--- src/hw/rtl/d2e_pkg.sv ---
// d2e_pkg: shared types, constants and the month table for the date to epoch converter
// no dependencies; imported by d2e_ctrl, d2e_datapath and date_to_epoch_seconds

package d2e_pkg;

   // epoch origin and the leap-rule phase of the epoch year
   localparam logic [11:0] EPOCH_YEAR         = 12'd1970;
   localparam logic [6:0]  EPOCH_YEAR_MOD100  = 7'd70;
   localparam logic [1:0]  EPOCH_CENTURY_MOD4 = 2'd3;
   localparam logic [6:0]  LAST_YEAR_OF_CENT  = 7'd99;

   // seconds per unit
   localparam logic [31:0] SECS_LEAP_YEAR   = 32'd31622400;
   localparam logic [31:0] SECS_COMMON_YEAR = 32'd31536000;
   localparam logic [16:0] SECS_PER_DAY     = 17'd86400;
   localparam logic [11:0] SECS_PER_HOUR    = 12'd3600;
   localparam logic [5:0]  SECS_PER_MINUTE  = 6'd60;

   // divide by 100 through a reciprocal: q = (year * 5243) >> 19, exact for 12-bit years
   localparam logic [12:0] RECIP_100       = 13'd5243;
   localparam int          RECIP_100_SHIFT = 19;
   localparam logic [11:0] CENTURY_YEARS   = 12'd100;

   // month codes
   localparam logic [3:0] MONTH_JAN = 4'd1;
   localparam logic [3:0] MONTH_FEB = 4'd2;
   localparam logic [3:0] MONTH_DEC = 4'd12;

   // sequencer states
   typedef enum logic [2:0] {
      ST_IDLE,
      ST_PREP,
      ST_LEAP,
      ST_YEAR,
      ST_DATE,
      ST_SUM,
      ST_DONE
   } state_type;

   // controller to datapath commands
   typedef struct packed {
      logic load;
      logic prep;
      logic leap;
      logic year_step;
      logic date;
      logic sum;
   } dp_cmd_type;

   // datapath to controller status
   typedef struct packed {
      logic years_done;
   } dp_status_type;

   // days in the months before month m, february counted as 28
   function automatic logic [8:0] days_before_month(input logic [3:0] m);
      logic [8:0] d;
      unique case (m)
         4'd2:    d = 9'd31;
         4'd3:    d = 9'd59;
         4'd4:    d = 9'd90;
         4'd5:    d = 9'd120;
         4'd6:    d = 9'd151;
         4'd7:    d = 9'd181;
         4'd8:    d = 9'd212;
         4'd9:    d = 9'd243;
         4'd10:   d = 9'd273;
         4'd11:   d = 9'd304;
         4'd12:   d = 9'd334;
         default: d = 9'd0;
      endcase
      return d;
   endfunction

endpackage

--- src/hw/rtl/d2e_ctrl.sv ---
// d2e_ctrl: sequencer for the date to epoch converter
// depends on d2e_pkg; drives d2e_datapath through dp_cmd_type

module d2e_ctrl
   import d2e_pkg::*;
(
   input  logic          clock,
   input  logic          reset,
   input  logic          start,
   input  dp_status_type status,
   output dp_cmd_type    cmd,
   output logic          busy,
   output logic          rsp_valid
);

   state_type state_ff;
   state_type state_in;

   // state register
   always_ff @(posedge clock) begin
      if (reset) begin
         state_ff <= ST_IDLE;
      end else begin
         state_ff <= state_in;
      end
   end

   // next state
   always_comb begin
      state_in = state_ff;
      unique case (state_ff)
         ST_IDLE: begin
            if (start) state_in = ST_PREP;
         end
         ST_PREP: state_in = ST_LEAP;
         ST_LEAP: state_in = ST_YEAR;
         ST_YEAR: begin
            if (status.years_done) state_in = ST_DATE;
         end
         ST_DATE: state_in = ST_SUM;
         ST_SUM:  state_in = ST_DONE;
         ST_DONE: state_in = ST_IDLE;
         default: state_in = ST_IDLE;
      endcase
   end

   // outputs
   always_comb begin
      cmd       = '0;
      busy      = 1'b1;
      rsp_valid = 1'b0;
      unique case (state_ff)
         ST_IDLE: begin
            busy     = 1'b0;
            cmd.load = start;
         end
         ST_PREP: cmd.prep = 1'b1;
         ST_LEAP: cmd.leap = 1'b1;
         ST_YEAR: cmd.year_step = !status.years_done;
         ST_DATE: cmd.date = 1'b1;
         ST_SUM:  cmd.sum = 1'b1;
         ST_DONE: rsp_valid = 1'b1;
         default: busy = 1'b0;
      endcase
   end

   // result strobe lasts one cycle
   a_strobe_single: assert property (@(posedge clock) disable iff (reset)
      rsp_valid |=> !rsp_valid)
      else $error("result strobe held for more than one cycle");

   // an accepted transaction makes the block busy
   a_accept_busy: assert property (@(posedge clock) disable iff (reset)
      (start && !busy) |=> busy)
      else $error("accepted transaction did not raise busy");

   // the year loop holds until the datapath reports completion
   a_year_hold: assert property (@(posedge clock) disable iff (reset)
      (state_ff == ST_YEAR && !status.years_done) |=> (state_ff == ST_YEAR))
      else $error("year loop left early");

   // a result comes only from the final sum
   a_result_after_sum: assert property (@(posedge clock) disable iff (reset)
      rsp_valid |-> $past(cmd.sum))
      else $error("result strobe without a preceding sum");

endmodule

--- src/hw/rtl/d2e_datapath.sv ---
// d2e_datapath: input registers, year accumulator, leap logic and date/time products
// depends on d2e_pkg; commanded by d2e_ctrl

module d2e_datapath
   import d2e_pkg::*;
(
   input  logic          clock,
   input  dp_cmd_type    cmd,
   input  logic [11:0]   req_year,
   input  logic [3:0]    req_month,
   input  logic [4:0]    req_day,
   input  logic [4:0]    req_hour,
   input  logic [5:0]    req_minute,
   input  logic [5:0]    req_second,
   output dp_status_type status,
   output logic [31:0]   rsp_epoch_seconds
);

   logic [11:0] year_ff;
   logic [3:0]  month_ff;
   logic [4:0]  day_ff;
   logic [4:0]  hour_ff;
   logic [5:0]  minute_ff;
   logic [5:0]  second_ff;

   logic [11:0] y_ff;
   logic [6:0]  mod100_ff;
   logic [1:0]  cent_ff;
   logic [31:0] total_ff;
   logic [5:0]  quot_ff;
   logic        leap_ff;
   logic [16:0] time_ff;
   logic [24:0] dprod_ff;

   logic [24:0] qprod;
   logic [11:0] hundreds;
   logic        leap_in;
   logic        leap_y;
   logic [16:0] time_in;
   logic        month_ok;
   logic [8:0]  day_m1;
   logic [8:0]  days;
   logic [24:0] dprod_in;

   // divide year by 100 through the reciprocal, and time of day in seconds
   assign qprod   = 25'(year_ff) * 25'(RECIP_100);
   assign time_in = 17'(hour_ff) * 17'(SECS_PER_HOUR)
                  + 17'(minute_ff) * 17'(SECS_PER_MINUTE)
                  + 17'(second_ff);

   // full leap rule for the requested year
   assign hundreds = 12'(quot_ff) * CENTURY_YEARS;
   assign leap_in  = (year_ff[1:0] == 2'b00)
                   && ((year_ff != hundreds) || (quot_ff[1:0] == 2'b00));

   // leap rule for the loop year from its running residues
   assign leap_y = (y_ff[1:0] == 2'b00) && ((mod100_ff != 7'd0) || (cent_ff == 2'd0));

   // days elapsed in the current year
   assign month_ok = (month_ff >= MONTH_JAN) && (month_ff <= MONTH_DEC);
   assign day_m1   = (day_ff == 5'd0) ? 9'd0 : 9'(day_ff - 5'd1);
   always_comb begin
      days = 9'd0;
      if (month_ok) begin
         days = days_before_month(month_ff) + day_m1
              + 9'((month_ff > MONTH_FEB) && leap_ff);
      end
   end
   assign dprod_in = 25'(days) * 25'(SECS_PER_DAY);

   // input capture
   always_ff @(posedge clock) begin
      if (cmd.load) begin
         year_ff   <= req_year;
         month_ff  <= req_month;
         day_ff    <= req_day;
         hour_ff   <= req_hour;
         minute_ff <= req_minute;
         second_ff <= req_second;
      end
   end

   // first-stage products, leap flag and the day product
   always_ff @(posedge clock) begin
      if (cmd.prep) begin
         quot_ff <= qprod[RECIP_100_SHIFT +: 6];
         time_ff <= time_in;
      end
      if (cmd.leap) begin
         leap_ff <= leap_in;
      end
      if (cmd.date) begin
         dprod_ff <= dprod_in;
      end
   end

   // year loop counters and accumulator
   always_ff @(posedge clock) begin
      if (cmd.load) begin
         y_ff      <= EPOCH_YEAR;
         mod100_ff <= EPOCH_YEAR_MOD100;
         cent_ff   <= EPOCH_CENTURY_MOD4;
         total_ff  <= 32'd0;
      end else if (cmd.year_step) begin
         y_ff     <= y_ff + 12'd1;
         total_ff <= total_ff + (leap_y ? SECS_LEAP_YEAR : SECS_COMMON_YEAR);
         if (mod100_ff == LAST_YEAR_OF_CENT) begin
            mod100_ff <= 7'd0;
            cent_ff   <= cent_ff + 2'd1;
         end else begin
            mod100_ff <= mod100_ff + 7'd1;
         end
      end else if (cmd.sum) begin
         total_ff <= total_ff + 32'(dprod_ff) + 32'(time_ff);
      end
   end

   assign status.years_done = (y_ff >= year_ff);
   assign rsp_epoch_seconds = total_ff;

endmodule

--- src/hw/rtl/date_to_epoch_seconds.sv ---
// date_to_epoch_seconds: Gregorian date and time of day to seconds since 1970-01-01 00:00:00
// the sequencer steps from accept through prep, leap, the year loop, date and sum to the
// result strobe; the year loop adds one whole year per cycle in a single accumulator
// a new transaction is taken only once the sequencer is back in idle; busy is high until
// then, results are strobed for one cycle and cannot be stalled
// reset clears the sequencer to idle; depends on d2e_pkg, d2e_ctrl, d2e_datapath

module date_to_epoch_seconds
   import d2e_pkg::*;
(
   input  logic        clock,
   input  logic        reset,
   input  logic        start,
   output logic        busy,
   input  logic [11:0] req_year,
   input  logic [3:0]  req_month,
   input  logic [4:0]  req_day,
   input  logic [4:0]  req_hour,
   input  logic [5:0]  req_minute,
   input  logic [5:0]  req_second,
   output logic        rsp_valid,
   output logic [31:0] rsp_epoch_seconds
);

   dp_cmd_type    cmd;
   dp_status_type status;

   // sequencer
   d2e_ctrl u_ctrl (
      .clock     (clock),
      .reset     (reset),
      .start     (start),
      .status    (status),
      .cmd       (cmd),
      .busy      (busy),
      .rsp_valid (rsp_valid)
   );

   // arithmetic
   d2e_datapath u_datapath (
      .clock             (clock),
      .cmd               (cmd),
      .req_year          (req_year),
      .req_month         (req_month),
      .req_day           (req_day),
      .req_hour          (req_hour),
      .req_minute        (req_minute),
      .req_second        (req_second),
      .status            (status),
      .rsp_epoch_seconds (rsp_epoch_seconds)
   );

endmodule

--- config.mk ---
export PLATFORM = sky130hd
export DESIGN_NAME = date_to_epoch_seconds
export DESIGN_NICKNAME = d
export VERILOG_FILES = /design/src/hw/rtl/d2e_pkg.sv /design/src/hw/rtl/d2e_ctrl.sv /design/src/hw/rtl/d2e_datapath.sv /design/src/hw/rtl/date_to_epoch_seconds.sv
export SDC_FILE = /design/constraint.sdc
export NUM_CORES = 1
export LEC_CHECK = 0
export ABC_AREA = 0
export BUFFER_PORTS_ARGS = -buffer_cell sky130_fd_sc_hd__buf_2
export CAP_MARGIN = 40
export CORE_UTILIZATION = 55
export CTS_BUF_LIST = sky130_fd_sc_hd__clkbuf_8
export DETAILED_ROUTE_END_ITERATION = 10
export GPL_TIMING_DRIVEN = 0
export PLACE_DENSITY = 0.69
export SLEW_MARGIN = 10
export SYNTH_ARGS = -nofsm -noshare
export SYNTH_HDL_FRONTEND = slang
export SYNTH_SLANG_ARGS = --single-unit
--- constraint.sdc ---
create_clock -name clock -period 6.8 [get_ports clock]
set_input_delay 0.34 -clock clock [delete_from_list [all_inputs] [get_ports clock]]
set_output_delay 0.34 -clock clock [all_outputs]
set_load 0.05 [all_outputs]
== Word level (Yosys, flattened, before mapping) ==
Memory sizes are Yosys's and may differ from the RTL's. A register that Yosys moved wholly into a read port is not among the register bits.
Index checks and enable logic that the tools add are counted.
Cells by class
  multiplexer cells: 19
  equal/unequal tests: 10
  reductions and logical operators: 18
  order comparisons: 4
  add/sub/neg operators: 11
  multipliers: 5
Operators by type and width (count)
  $mux 32: 2
  $add 32x17->32: 1
  $add 32x25->32: 1
  $add 32x32->32: 1
  $mux 9: 3
  $mul 12x13->25 const B: 1
  $mul 9x10->18 const B: 1
  $mux 18: 1
  $pmux 3 s6: 1
  $add 17x12->17: 1
  $add 17x6->17: 1
  $mul 5x8->13 const B: 1
  $add 12x1->12 const B: 1
  $ge 12x12->1: 1
  $ne 12x12->1: 1
  $mul 6x4->10 const B: 1
  $mul 6x5->10 const B: 1
  $add 9x1->9: 1
  $add 9x9->9: 1
  $eq 3x3->1 const B: 3
  $logic_not 2->1: 4
  $mux 1: 8
  $add 7x1->7 const B: 1
  $eq 7x7->1 const B: 1
  other kinds (21): 28
Storage, ports and cells
  memories: 1
  bits of input ports: 41
  output and inout bits: 34
  word-level logic and storage cells: 83
  bits in read-only memories: 144
  flip-flop bits (word level): 136
Memory list
  (no name shown): words 16, bits a word 9, rd ports 1, clocked after Yosys merged registers in 1, write ports 0, RTL line d2e_pkg.sv:58  | unique case (m)

== Logic depth before layout (Yosys ltp) ==
Gate-level depths: netlist (run 1).
  word-level depth: 7
  mapped depth: 28
  depth with buffers taken out: 28

== Cells and area by module ==
From an unflattened synthesis (run 1), not the netlist that was laid out.
Second synthesis, totals
  cells, all modules: 1487
  area, all modules: 14468.9 sq um
Modules (own cells, without submodules)
  d2e_datapath: instances 1, sequential area each 3643.5 sq um, cells an instance 1460, area each 14254.9 sq um
  d2e_ctrl: instances 1, sequential area each 60.1 sq um, cells an instance 27, area each 214.0 sq um

== Worst setup path before layout (run 1) ==
No wires, ideal clock.
  path type: register to register
  from: reg u_datapath.day_ff[0]
  to: reg u_datapath.dprod_ff[23], data pin
  setup time: 0.258 ns
  arrival: 5.723 ns
  slack: 0.819 ns
  required time: 6.542 ns
  stages on the path, launching flop included: 28
  buffers on the path: 0
  clock period less this slack: 5.981 ns
  path through: edfxtp_1 > inv_1 > ha_1 > and3_1 > or2_2 > fa_1 > nor2b_1 > o21ai_0 > a21boi_0 > o21ai_0 > a21boi_0 > o21ai_0 > and4_1 > or2_2 > ha_1 > inv_1 > fa_1 > fa_1 > inv_1 > ha_1 > nor3b_1 > o21a_1 > o21a_1 > o211ai_1 > a31oi_1 > a21o_1 > a21oi_1 > xnor2_1
Between the ends
  longest elaborated chain between the ends: 6
  elaborated cells on any way between the ends: 7
  classes of those cells: 3 x add/sub; 1 x mul; 2 x mux; 1 x reduce/logical
Ends and longest elaborated chain
  start, declared: RTL line d2e_datapath.sv:21  | logic [4:0] day_ff;
  start signal, assigned: RTL line d2e_datapath.sv:76  | day_ff <= req_day;
  $sub 5x1->6 / $logic_not 5->1 (equally long branches): RTL line d2e_datapath.sv:61  | assign day_m1 = (day_ff == 5'd0) ? 9'd0 : 9'(day_ff - 5'd1);
  $mux 9 *: RTL line d2e_datapath.sv:61
  $add 9x9->9 *: RTL line d2e_datapath.sv:65  | days = days_before_month(month_ff) + day_m1
  $add 9x1->9 *: RTL line d2e_datapath.sv:66  | + 9'((month_ff > MONTH_FEB) && leap_ff);
  $mux 9 *: RTL line d2e_datapath.sv:64  | if (month_ok) begin
  $mul 9x10->18 *: RTL line d2e_datapath.sv:69  | assign dprod_in = 25'(days) * 25'(SECS_PER_DAY);
  named net u_datapath.dprod_in[23]: RTL line d2e_datapath.sv:43  | logic [24:0] dprod_in;
  end signal, assigned: RTL line d2e_datapath.sv:93  | dprod_ff <= dprod_in;
  end, declared: RTL line d2e_datapath.sv:33  | logic [24:0] dprod_ff;
The timed path passes the listed nets; every way through them passes the cells marked *.
A chain may end at the register's enable or synchronous reset.

== Worst setup path in the final report (run 1) ==
Ends and elaborated chain as after synthesis.

==> results.ini, run 1 <==
[drt]
wire_per_inst_um = 15.7
dr_total_vias = 10530
drc = 0
dr.pass1.iters = 7
ant_nets = 0
drtIter0Drc = 522
via_per_inst = 5.54
wirelength_um = 29800

[power]
combinationalPowerShare = 0.697
seqPwrFrac = 0.202
p_int_uw = 3650
peakVddDrop_uv = 291
leakagePower_uw = 0.00751
swShare = 0.456
p_per_area_mw_per_mm2 = 433
clockPowerShare = 0.101
power_uw = 6710
switchingPower_uw = 3060

[clock_tree]
cts_setup_buffers = 0
clk-insertion-delay-late_ns = 0.47
cts_tree = built
ctsResizeCount = 0
postCtsHoldBufs = 0
numCtsBuffers = 17
cts_buffer_depth = 2
clkTransAtPathRegs_ns = 0.09
cts_root_buf = clkbuf_8
ctsHtreeMaxLevel = 4
cts_sinks = 145

[final_layout]
regArea_mm2 = 0.00370
final_cell_area_mm2 = 0.0155
multi_input_area_mm2 = 0.00970
n_antenna_cell = 0
area_growth_pct = 8.69
final_common_cell = ha_1
nNetsFinal = 1970
fill_cells = 2185
layout-drive-gt1-share = 0.102
final_cell_mix = 281 x ha_1, 205 x inv_1, 103 x nand2_1

[status]
status = finished clean

[grt]
grt_start_max_net_pins = 27
overflow = 0
grt_pass1_vias = 10507
antenna_found_initial = 0
track_usage = 0.238
grt_pass1_wl_um = 49800

[floorplanning]
core_area_mm2 = 0.0253
start_util = 0.563
dieArea_mm2 = 0.0266
die_y_um = 163
die_x_um = 163
ios = 75
rows = 58

[sta]
setup_violations = 0
worst_clock_skew_ns = 0.0161
worst_slew_pin_slew_ns = 0.725
post-route-period-util = 0.933
rsz0062_at_grt = false
fin_setup_tns_ns = 0
hold_ws_ns = 0.0375
setup_ws_ns = 0.458
slew_viol_final = 0
max_slew_margin = 0.517
final.min_clock_period_ns = 6.34
max_freq_mhz = 158
hold_violations = 0

[synth]
synthArstFlopShare = 0
yosysTopAreaCellShare = 0.247
syn_nets = 1873
synth_area_per_cell_um2 = 9.76
synth_seq_cells = 145
ys_types = 73
yosysSeqAreaShare = 0.260
yosys_most_used_dff = edfxtp_1
synth_area_leaders = ha_1 25%, edfxtp_1 17%, fa_1 12%
synth_edf_count = 80
netlist_instances = 1462
yosys.area.top_type = ha_1
synthesis.area_mm2 = 0.0143
yosysWarnings = 0

[placement]
post_dp_cell_area_mm2 = 0.0151
portBuffers = 74
place_congestion = 0.869
place_ws_ns = 0.293
hpwl_um = 24100

[worst_setup_path]
endpoint_kind = register
crit_required_ns = 7.02
cp_max_fo = 6
arrival_ns = 6.57
critPathLaunchType = register
crit_type = reg -> reg
r2r_slack_ns = 0.46

[min_path]
hold_path_class = in -> reg

[job]
cap_viol_max_count = 0

[layout make-up]
class,instances,area share
Inverter,205,0.0496
Tap cell,330,0.0266
Buffer,26,0.00767
Multi-Input combinational cell,1086,0.626
Timing Repair Buffer,78,0.0271
Clock buffer,17,0.0151
Sequential cell,145,0.239
Clock inverter,15,0.00936
[routing by layer]
layer,wire length (um),track usage,vias up
li1,-,-,5265
met1,14000,0.310,5002
met2,14100,0.409,224
met3,1130,0.0325,39
met4,600,0.0739,0
met5,0,0,-
[critical path, cell delays in order, from the launching register on]
cell      delay [ns]
edfxtp_1        0.39
inv_1           0.08
ha_2            0.22
and3_1          0.18
or2_2           0.29
fa_1            0.41
nor2b_1         0.12
o21ai_0         0.10
a21boi_1        0.19
o21ai_0         0.12
a21boi_1        0.17
o21ai_0         0.11
and4_1          0.23
or2_2           0.32
ha_1            0.30
inv_1           0.08
fa_1            0.44
fa_1            0.54
inv_1           0.04
ha_1            0.32
nor3b_2         0.18
o21a_1          0.18
o21a_1          0.19
o211ai_1        0.27
a31oi_2         0.15
a21o_1          0.19
a21oi_1         0.17
xnor2_1         0.09
[power by group through the flow]
stage | sequential, uW | combinational, uW | clock [uW]
after floorplan | 1370 | 3710 | 0
after global placement | 1380 | 4500 | 0
after detailed placement | 1380 | 4620 | 0
after CTS | 1360 | 4690 | 689
after global routing | 1370 | 5440 | 727
final | 1360 | 4680 | 676
[cell families (layout without fill, tap and decap cells)]
kind of cell,after synthesis,count (layout),share of synthesized area
buffers and inverters,231,341,0.0622
AND/OR/NAND/NOR,324,324,0.107
flip-flops,145,145,0.260
multiplexers,9,9,0.00667
XOR/XNOR,95,95,0.0583
adder cells (fa/ha/maj),370,370,0.371
AO/OA/AOI/OAI,288,288,0.136
[Yosys cell counts, types with 3 or more instances]
cell type	n
o211ai_1	17
ha_1	282
a21boi_0	3
edfxtp_1	80
a31oi_1	11
inv_1	204
nand3_1	19
a21oi_1	91
o21ai_2	3
xor2_1	31
a221oi_1	3
and4_1	5
nand2b_1	6
buf_4	3
or2_2	6
o21ai_0	46
or3_1	6
a211oi_2	8
o21bai_1	9
buf_2	7
nor3b_1	4
xnor2_1	64
nor2b_1	7
nand4_1	15
clkbuf_1	16
o21a_1	12
or4_1	3
nor2_1	94
and3_1	10
a211oi_1	14
o21ai_1	12
a21o_1	28
mux2i_1	7
dfxtp_1	65
nor3_1	26
nand2_1	103
fa_1	88
and2_1	8
nand3b_1	4
[registers in the layout (all words and copies together), names as in the netlist, named ones only]
signal and count:
u_datapath.quot_ff 6, u_datapath.mod100_ff 7, u_datapath.rsp_epoch_seconds 32, u_datapath.minute_ff 6
u_datapath.leap_ff 1, u_datapath.y_ff 12, u_datapath.hour_ff 5, u_datapath.year_ff 12
u_datapath.dprod_ff 18, u_datapath.second_ff 6, u_datapath.cent_ff 2, u_datapath.day_ff 5
u_ctrl.state_ff 3, u_datapath.time_ff 17, u_datapath.month_ff 4
[path summary, 6_finish.rpt]
kind                                            start                       to  cells after the start
worst max-delay path             u_datapath.day_ff[0]  u_datapath.dprod_ff[23]                     27
worst min-delay path                    req_second[4]  u_datapath.second_ff[4]                      1
worst max register to register   u_datapath.day_ff[0]  u_datapath.dprod_ff[23]                     27
worst min register to register  u_datapath.cent_ff[1]    u_datapath.cent_ff[1]                      2
[per-stage QoR]
step	std cells	utilization
floorplan	1462	-
global placement	1866	0.594
detailed placement	1870	0.596
CTS	1902	0.611
global route	1902	0.612
finish	1902	0.612
(Power assumes the default switching activity.)
==> run 2: changes to the inputs <==
--- a/config.mk
+++ b/config.mk
@@ -12,6 +12,7 @@
 export CTS_BUF_LIST = sky130_fd_sc_hd__clkbuf_8
 export DETAILED_ROUTE_END_ITERATION = 10
 export GPL_TIMING_DRIVEN = 0
+export MAX_ROUTING_LAYER = met4
 export PLACE_DENSITY = 0.69
 export SLEW_MARGIN = 10
 export SYNTH_ARGS = -nofsm -noshare
==> run 2 against run 1 <==
- via count is 0.30% lower
- sequential share of layout area stayed put
- clock skew grew 0.00066 ns
- wire length hardly changed
- critical path depth is the same
- first-iteration DRC count shrank 8.6%
- fmax about the same
- worst setup slack improved by 0.0019 ns
- total power hardly changed
- largest cell class unchanged
==> results.ini, run 2 (same netlist as run 1, synthesis figures left out) <==
[floorplanning]
start_util = 0.563  ; unchanged
die_x_um = 163  ; unchanged
rows = 58  ; unchanged
core_area_mm2 = 0.0253  ; unchanged
dieArea_mm2 = 0.0266  ; unchanged
ios = 75  ; unchanged
die_y_um = 163  ; unchanged

[worst_setup_path]
critPathMaxStageDelay_ns = 0.54  ; about the same
path_delay_family = adder cells
cp_max_fo = 6  ; unchanged
crit_required_ns = 7.02  ; about the same
cp.buffers_inverters = 3  ; unchanged
critPathLaunchType = register
cpMaxStageDelayCell = fa_1
crit_type = reg -> reg
arrival_ns = 6.56  ; about the same
endpoint_kind = register

[sta]
worst_clock_skew_ns = 0.0168  ; +0.000663 ns
rsz0062_at_grt = false
hold_violations = 0  ; unchanged
worst_slew_pin_slew_ns = 0.700  ; -0.0250 ns
setup_violations = 0  ; unchanged
max_slew_margin = 0.520  ; +0.00332
final.min_clock_period_ns = 6.34  ; -0.00187 ns
fin_setup_tns_ns = 0  ; unchanged
max_freq_mhz = 158  ; about the same
slew_viol_final = 0  ; unchanged
post-route-period-util = 0.932  ; about the same

[clock_tree]
clkTransAtPathRegs_ns = 0.09  ; about the same
ctsHtreeMaxLevel = 4  ; unchanged
numCtsBuffers = 17  ; unchanged
cts_tree = built
cts_setup_buffers = 0  ; unchanged
cts_sinks = 145  ; unchanged
cts_buffer_depth = 2  ; unchanged
cts_root_buf = clkbuf_8
clk-insertion-delay-late_ns = 0.47  ; about the same

[drt]
wirelength_um = 29800  ; about the same
dr_total_vias = 10498  ; -0.30%
drc = 0  ; unchanged
dr.pass1.iters = 6  ; -1
via_per_inst = 5.52  ; -0.30%
ant_nets = 0  ; unchanged
drtIter0Drc = 477  ; -8.6%
wire_per_inst_um = 15.7  ; about the same

[final_layout]
final_cells = 1902  ; unchanged
fill_cells = 2185  ; unchanged
final_cell_area_mm2 = 0.0155  ; unchanged
finalCoreUtilization = 0.612  ; unchanged
final_common_cell = ha_1
final_cell_mix = 281 x ha_1, 205 x inv_1, 103 x nand2_1
area_growth_pct = 8.69  ; unchanged
nNetsFinal = 1970  ; unchanged
largest_reg_flops = 32  ; unchanged
n_antenna_cell = 0  ; unchanged
layout-drive-gt1-share = 0.102  ; unchanged

[power]
peakVddDrop_uv = 292  ; +0.21%
power_uw = 6720  ; about the same
p_per_area_mw_per_mm2 = 433  ; about the same
leakagePower_uw = 0.00751  ; unchanged

[job]
cap_viol_max_count = 0  ; unchanged

[grt]
grt_pass1_wl_um = 49800  ; about the same
grt_start_max_net_pins = 27  ; unchanged
track_usage = 0.246  ; +0.00716
overflow = 0  ; unchanged
antenna_found_initial = 0  ; unchanged
grt_pass1_vias = 10506  ; -0.0095%

[placement]
dpl.cell_count = 1870  ; unchanged
post_dp_cell_area_mm2 = 0.0151  ; unchanged
place_congestion = 0.883  ; +1.6%
hpwl_um = 24100  ; unchanged
portBuffers = 74  ; unchanged

[min_path]
hold_path_class = in -> reg

[status]
status = finished clean

## run 2: cell counts in the layout (fill, tap and decap cells not counted)
Identical to the previous run, type by type.
## run 2: worst register-to-register path, stage by stage, from the launching register on
cell and delay, ns:
edfxtp_1 0.39, inv_1 0.08, ha_2 0.22, and3_1 0.18, or2_2 0.29, fa_1 0.41
nor2b_1 0.12, o21ai_0 0.10, a21boi_1 0.19, o21ai_0 0.12, a21boi_1 0.17, o21ai_0 0.11
and4_1 0.23, or2_2 0.32, ha_1 0.31, inv_1 0.08, fa_1 0.44, fa_1 0.54
inv_1 0.04, ha_1 0.32, nor3b_2 0.18, o21a_1 0.18, o21a_1 0.19, o211ai_1 0.27
a31oi_2 0.15, a21o_1 0.19, a21oi_1 0.17, xnor2_1 0.09
## run 2: metal layers
metal / global-route usage / routed length, um / up-vias
met5: - / 0 / -
met3: 0.0307 / 1100 / 44
met2: 0.409 / 14000 / 204
met4: 0.0765 / 643 / 0
li1: - / - / 5265
met1: 0.310 / 14100 / 4985
## run 2: per-stage QoR
step,setup WS (ns),hold slack (ns)
finish,0.460,0.0386
global route,0.0302,0.0139
CTS,0.277,0.0157
detailed placement,0.293,0.463
global placement,0.384,0.456
floorplan,0.819,0.400
## run 2: cell type report
cell class	count	area, um2	share of cell area
clock inverter	15	145	0.00936
clock buffer	17	234	0.0151
timing repair buffer	78	420	0.0271
inverter	205	769	0.0496
buffer	26	119	0.00767
sequential	145	3700	0.239
multi-input combinational	1086	9700	0.626
tap	330	413	0.0266
## run 2: path summary, 6_finish.rpt
kind | to | depth (start not counted) | startpoint | slack [ns]
worst max-delay path | u_datapath.dprod_ff[23] | 27 | u_datapath.day_ff[0] | 0.46
worst min-delay path | u_datapath.second_ff[4] | 1 | req_second[4] | 0.04
worst max register to register | u_datapath.dprod_ff[23] | 27 | u_datapath.day_ff[0] | 0.46
worst min register to register | u_datapath.rsp_epoch_seconds[31] | 2 | u_datapath.rsp_epoch_seconds[31] | 0.47
## run 2: repair_timing
action                                  CTS  global route
hold buffers                              0             0
hold endpoints to repair                  0             0
gates resized for setup                   0             8
endpoints found under the setup margin    0             3
## run 2: power breakdown
part	total [uW]	switching [uW]	leakage (uW)	internal, uW
combinational	4680	2590	0.00604	2090
clock	677	355	0.000187	322
sequential	1360	118	0.00128	1240
total	6720	3070	0.00751	3650
==> run 3: changes to the inputs <==
--- a/config.mk
+++ b/config.mk
@@ -17,4 +17,5 @@
 export SLEW_MARGIN = 10
 export SYNTH_ARGS = -nofsm -noshare
 export SYNTH_HDL_FRONTEND = slang
+export SYNTH_HIERARCHICAL = 1
 export SYNTH_SLANG_ARGS = --single-unit
==> run 3 against run 2 <==
- flip-flop and latch count unchanged
- count of clock-buffer cells in the layout unchanged
- wire length up 0.80%
- total power down 1.1%
- highest routed layer unchanged
- cell count up 1.6%
- largest cell class unchanged
- utilization up 0.70 points
- non-clock buffer count up 12
==> results.ini, run 3 <==
[power]
peakVddDrop_uv = 302  ; +3.5%
p_per_area_mw_per_mm2 = 421  ; -2.8%
leakagePower_uw = 0.00767  ; +2.2%
power_uw = 6640  ; -1.1%

[sta]
rsz0062_at_grt = false
final.min_clock_period_ns = 6.22  ; -0.120 ns
hold_violations = 0  ; unchanged
slew_viol_final = 0  ; unchanged
post-route-period-util = 0.915  ; -0.0176
worst_clock_skew_ns = 0.0227  ; +0.00591 ns
max_freq_mhz = 161  ; +1.9%
hold_ws_ns = 0.0408  ; +0.00222 ns
max_slew_margin = 0.400  ; -0.120
fin_setup_tns_ns = 0  ; unchanged
setup_violations = 0  ; unchanged
worst_slew_pin_slew_ns = 0.875  ; +0.175 ns

[synth]
ys_types = 70  ; -4.1%
yosys-top-cells-count = 282 x ha_1, 200 x inv_1, 99 x nand2_1
yosys_most_used_dff = edfxtp_1
synth_most_common_cell = ha_1
synth_area_leaders = ha_1 24%, edfxtp_1 17%, fa_1 12%
synth_edf_count = 80  ; unchanged
synthArstFlopShare = 0  ; unchanged
synth_seq_cells = 145  ; unchanged
yosysWarnings = 6  ; +6
yosys.area.top_type = ha_1
yosysSeqAreaShare = 0.256  ; -0.00368
yosysTopAreaCellShare = 0.244  ; -0.00351
synthesis.area_mm2 = 0.0145  ; +1.4%
syn_nets = 1898  ; +1.3%
synth_area_per_cell_um2 = 9.73  ; -0.27%
netlist_instances = 1487  ; +1.7%

[clock_tree]
clk-insertion-delay-late_ns = 0.47  ; about the same
cts_setup_buffers = 0  ; unchanged
cts_buffer_depth = 2  ; unchanged
ctsHtreeMaxLevel = 4  ; unchanged
cts_tree = built
numCtsBuffers = 17  ; unchanged
clkTransAtPathRegs_ns = 0.09  ; about the same
cts_root_buf = clkbuf_8
postCtsHoldBufs = 0  ; unchanged
ctsResizeCount = 0  ; unchanged
cts_sinks = 145  ; unchanged

[drt]
wire_per_inst_um = 15.6  ; -0.77%
dr.pass1.iters = 6  ; unchanged
ant_nets = 0  ; unchanged
drc = 0  ; unchanged
drtIter0Drc = 483  ; +1.3%
dr_total_vias = 10746  ; +2.4%
via_per_inst = 5.56  ; +0.77%
wirelength_um = 30100  ; +0.80%

[floorplanning]
ios = 75  ; unchanged
die_x_um = 164  ; +0.71%
die_y_um = 164  ; +0.71%
start_util = 0.568  ; +0.00485
dieArea_mm2 = 0.0270  ; +1.4%
core_area_mm2 = 0.0255  ; +0.57%
rows = 58  ; unchanged

[final_layout]
multi_input_area_mm2 = 0.00990  ; +2.0%
fill_cells = 2155  ; -1.4%
layout-drive-gt1-share = 0.0843  ; -0.0175
n_antenna_cell = 0  ; unchanged
regArea_mm2 = 0.00370  ; unchanged
area_growth_pct = 9.00
largest_reg_flops = 32  ; unchanged
nNetsFinal = 2000  ; +1.5%
final_common_cell = ha_1
final_cell_area_mm2 = 0.0158  ; +1.7%
final_cell_mix = 282 x ha_1, 201 x inv_1, 99 x nand2_1

[min_path]
holdPathStages = 1  ; unchanged
hold_path_class = in -> reg

[worst_setup_path]
endpoint_kind = register
crit_required_ns = 7.01  ; about the same
cp_max_fo = 5  ; -1
critPathLaunchType = register
r2r_cells = 27  ; unchanged
crit_type = reg -> reg
arrival_ns = 6.43  ; -0.13 ns

[placement]
hpwl_um = 24700  ; +2.6%
portBuffers = 74  ; unchanged
place_congestion = 0.905  ; +2.5%
post_dp_cell_area_mm2 = 0.0153  ; +1.5%

[grt]
grt_pass1_wl_um = 50900  ; +2.2%
overflow = 0  ; unchanged
grt_start_max_net_pins = 19  ; -30%
track_usage = 0.247  ; +0.00168
grt_pass1_vias = 10787  ; +2.7%
antenna_found_initial = 0  ; unchanged

[status]
status = finished clean

[job]
cap_viol_max_count = 0  ; unchanged

run 3: final cells by class:
type	instances	share of cell area
multi-input cells	1108	0.628
flip-flops and latches	145	0.235
clock buffers	17	0.0148
clock inverters	15	0.0120
plain buffers	33	0.00873
inverters	201	0.0478
well taps	330	0.0262
repair buffers	83	0.0281
run 3: final timing paths:
check                                              from                 endpoint  slack (ns)
worst min register to register  u_datapath/second_ff[0]    u_datapath/time_ff[0]        0.45
worst min-delay path                        req_hour[2]    u_datapath/hour_ff[2]        0.04
worst max register to register     u_datapath/day_ff[0]  u_datapath/dprod_ff[24]        0.58
worst max-delay path               u_datapath/day_ff[0]  u_datapath/dprod_ff[24]        0.58
run 3: worst max-delay path, stage by stage (launching register included):
cell and delay (ns):
edfxtp_1 0.41, inv_1 0.10, ha_1 0.21, nor2b_1 0.19, nand2_1 0.07, nand2_1 0.11
fa_1 0.22, inv_1 0.06, fa_1 0.41, a21o_1 0.17, a21oi_1 0.22, o21ai_1 0.14
o41ai_2 0.24, xnor2_1 0.14, nor2_2 0.20, ha_1 0.29, fa_1 0.43, fa_1 0.51
inv_1 0.05, fa_1 0.45, ha_1 0.36, nand2_1 0.12, o211ai_1 0.10, a31oi_1 0.27
nor2b_1 0.08, o21a_1 0.18, o22ai_1 0.14, xnor2_1 0.10
run 3: logic make-up after synthesis:
family	after synthesis	synth area share
adder cells (fa/ha/maj)	370	0.366
AND/OR/NAND/NOR	318	0.107
AO/OA/AOI/OAI	295	0.132
buffers and inverters	234	0.0617
flip-flops	145	0.256
XOR/XNOR	109	0.0660
multiplexers	16	0.0117
run 3: through the flow:
step	cells	setup slack, ns	utilization
after CTS	1932	0.404	0.619
after global placement	1891	-1.93	0.599
after floorplan	1487	0.561	-
final	1932	0.579	0.619
after detailed placement	1900	0.432	0.602
after global routing	1932	0.0107	0.619
run 3: power by group:
group	switching (uW)	total, uW	internal [uW]
Combinational	2550	4580	2020
Clock	355	752	397
Sequential	111	1320	1200
run 3: per-layer routing:
metal | GRT usage | wire, um | up-vias | part of all wire
met5 | - | 0 | - | 0
met4 | 0.0623 | 457 | 0 | 0.015
met3 | 0.0298 | 1330 | 34 | 0.044
met2 | 0.399 | 13900 | 238 | 0.46
met1 | 0.330 | 14300 | 5078 | 0.48
li1 | - | - | 5396 | -
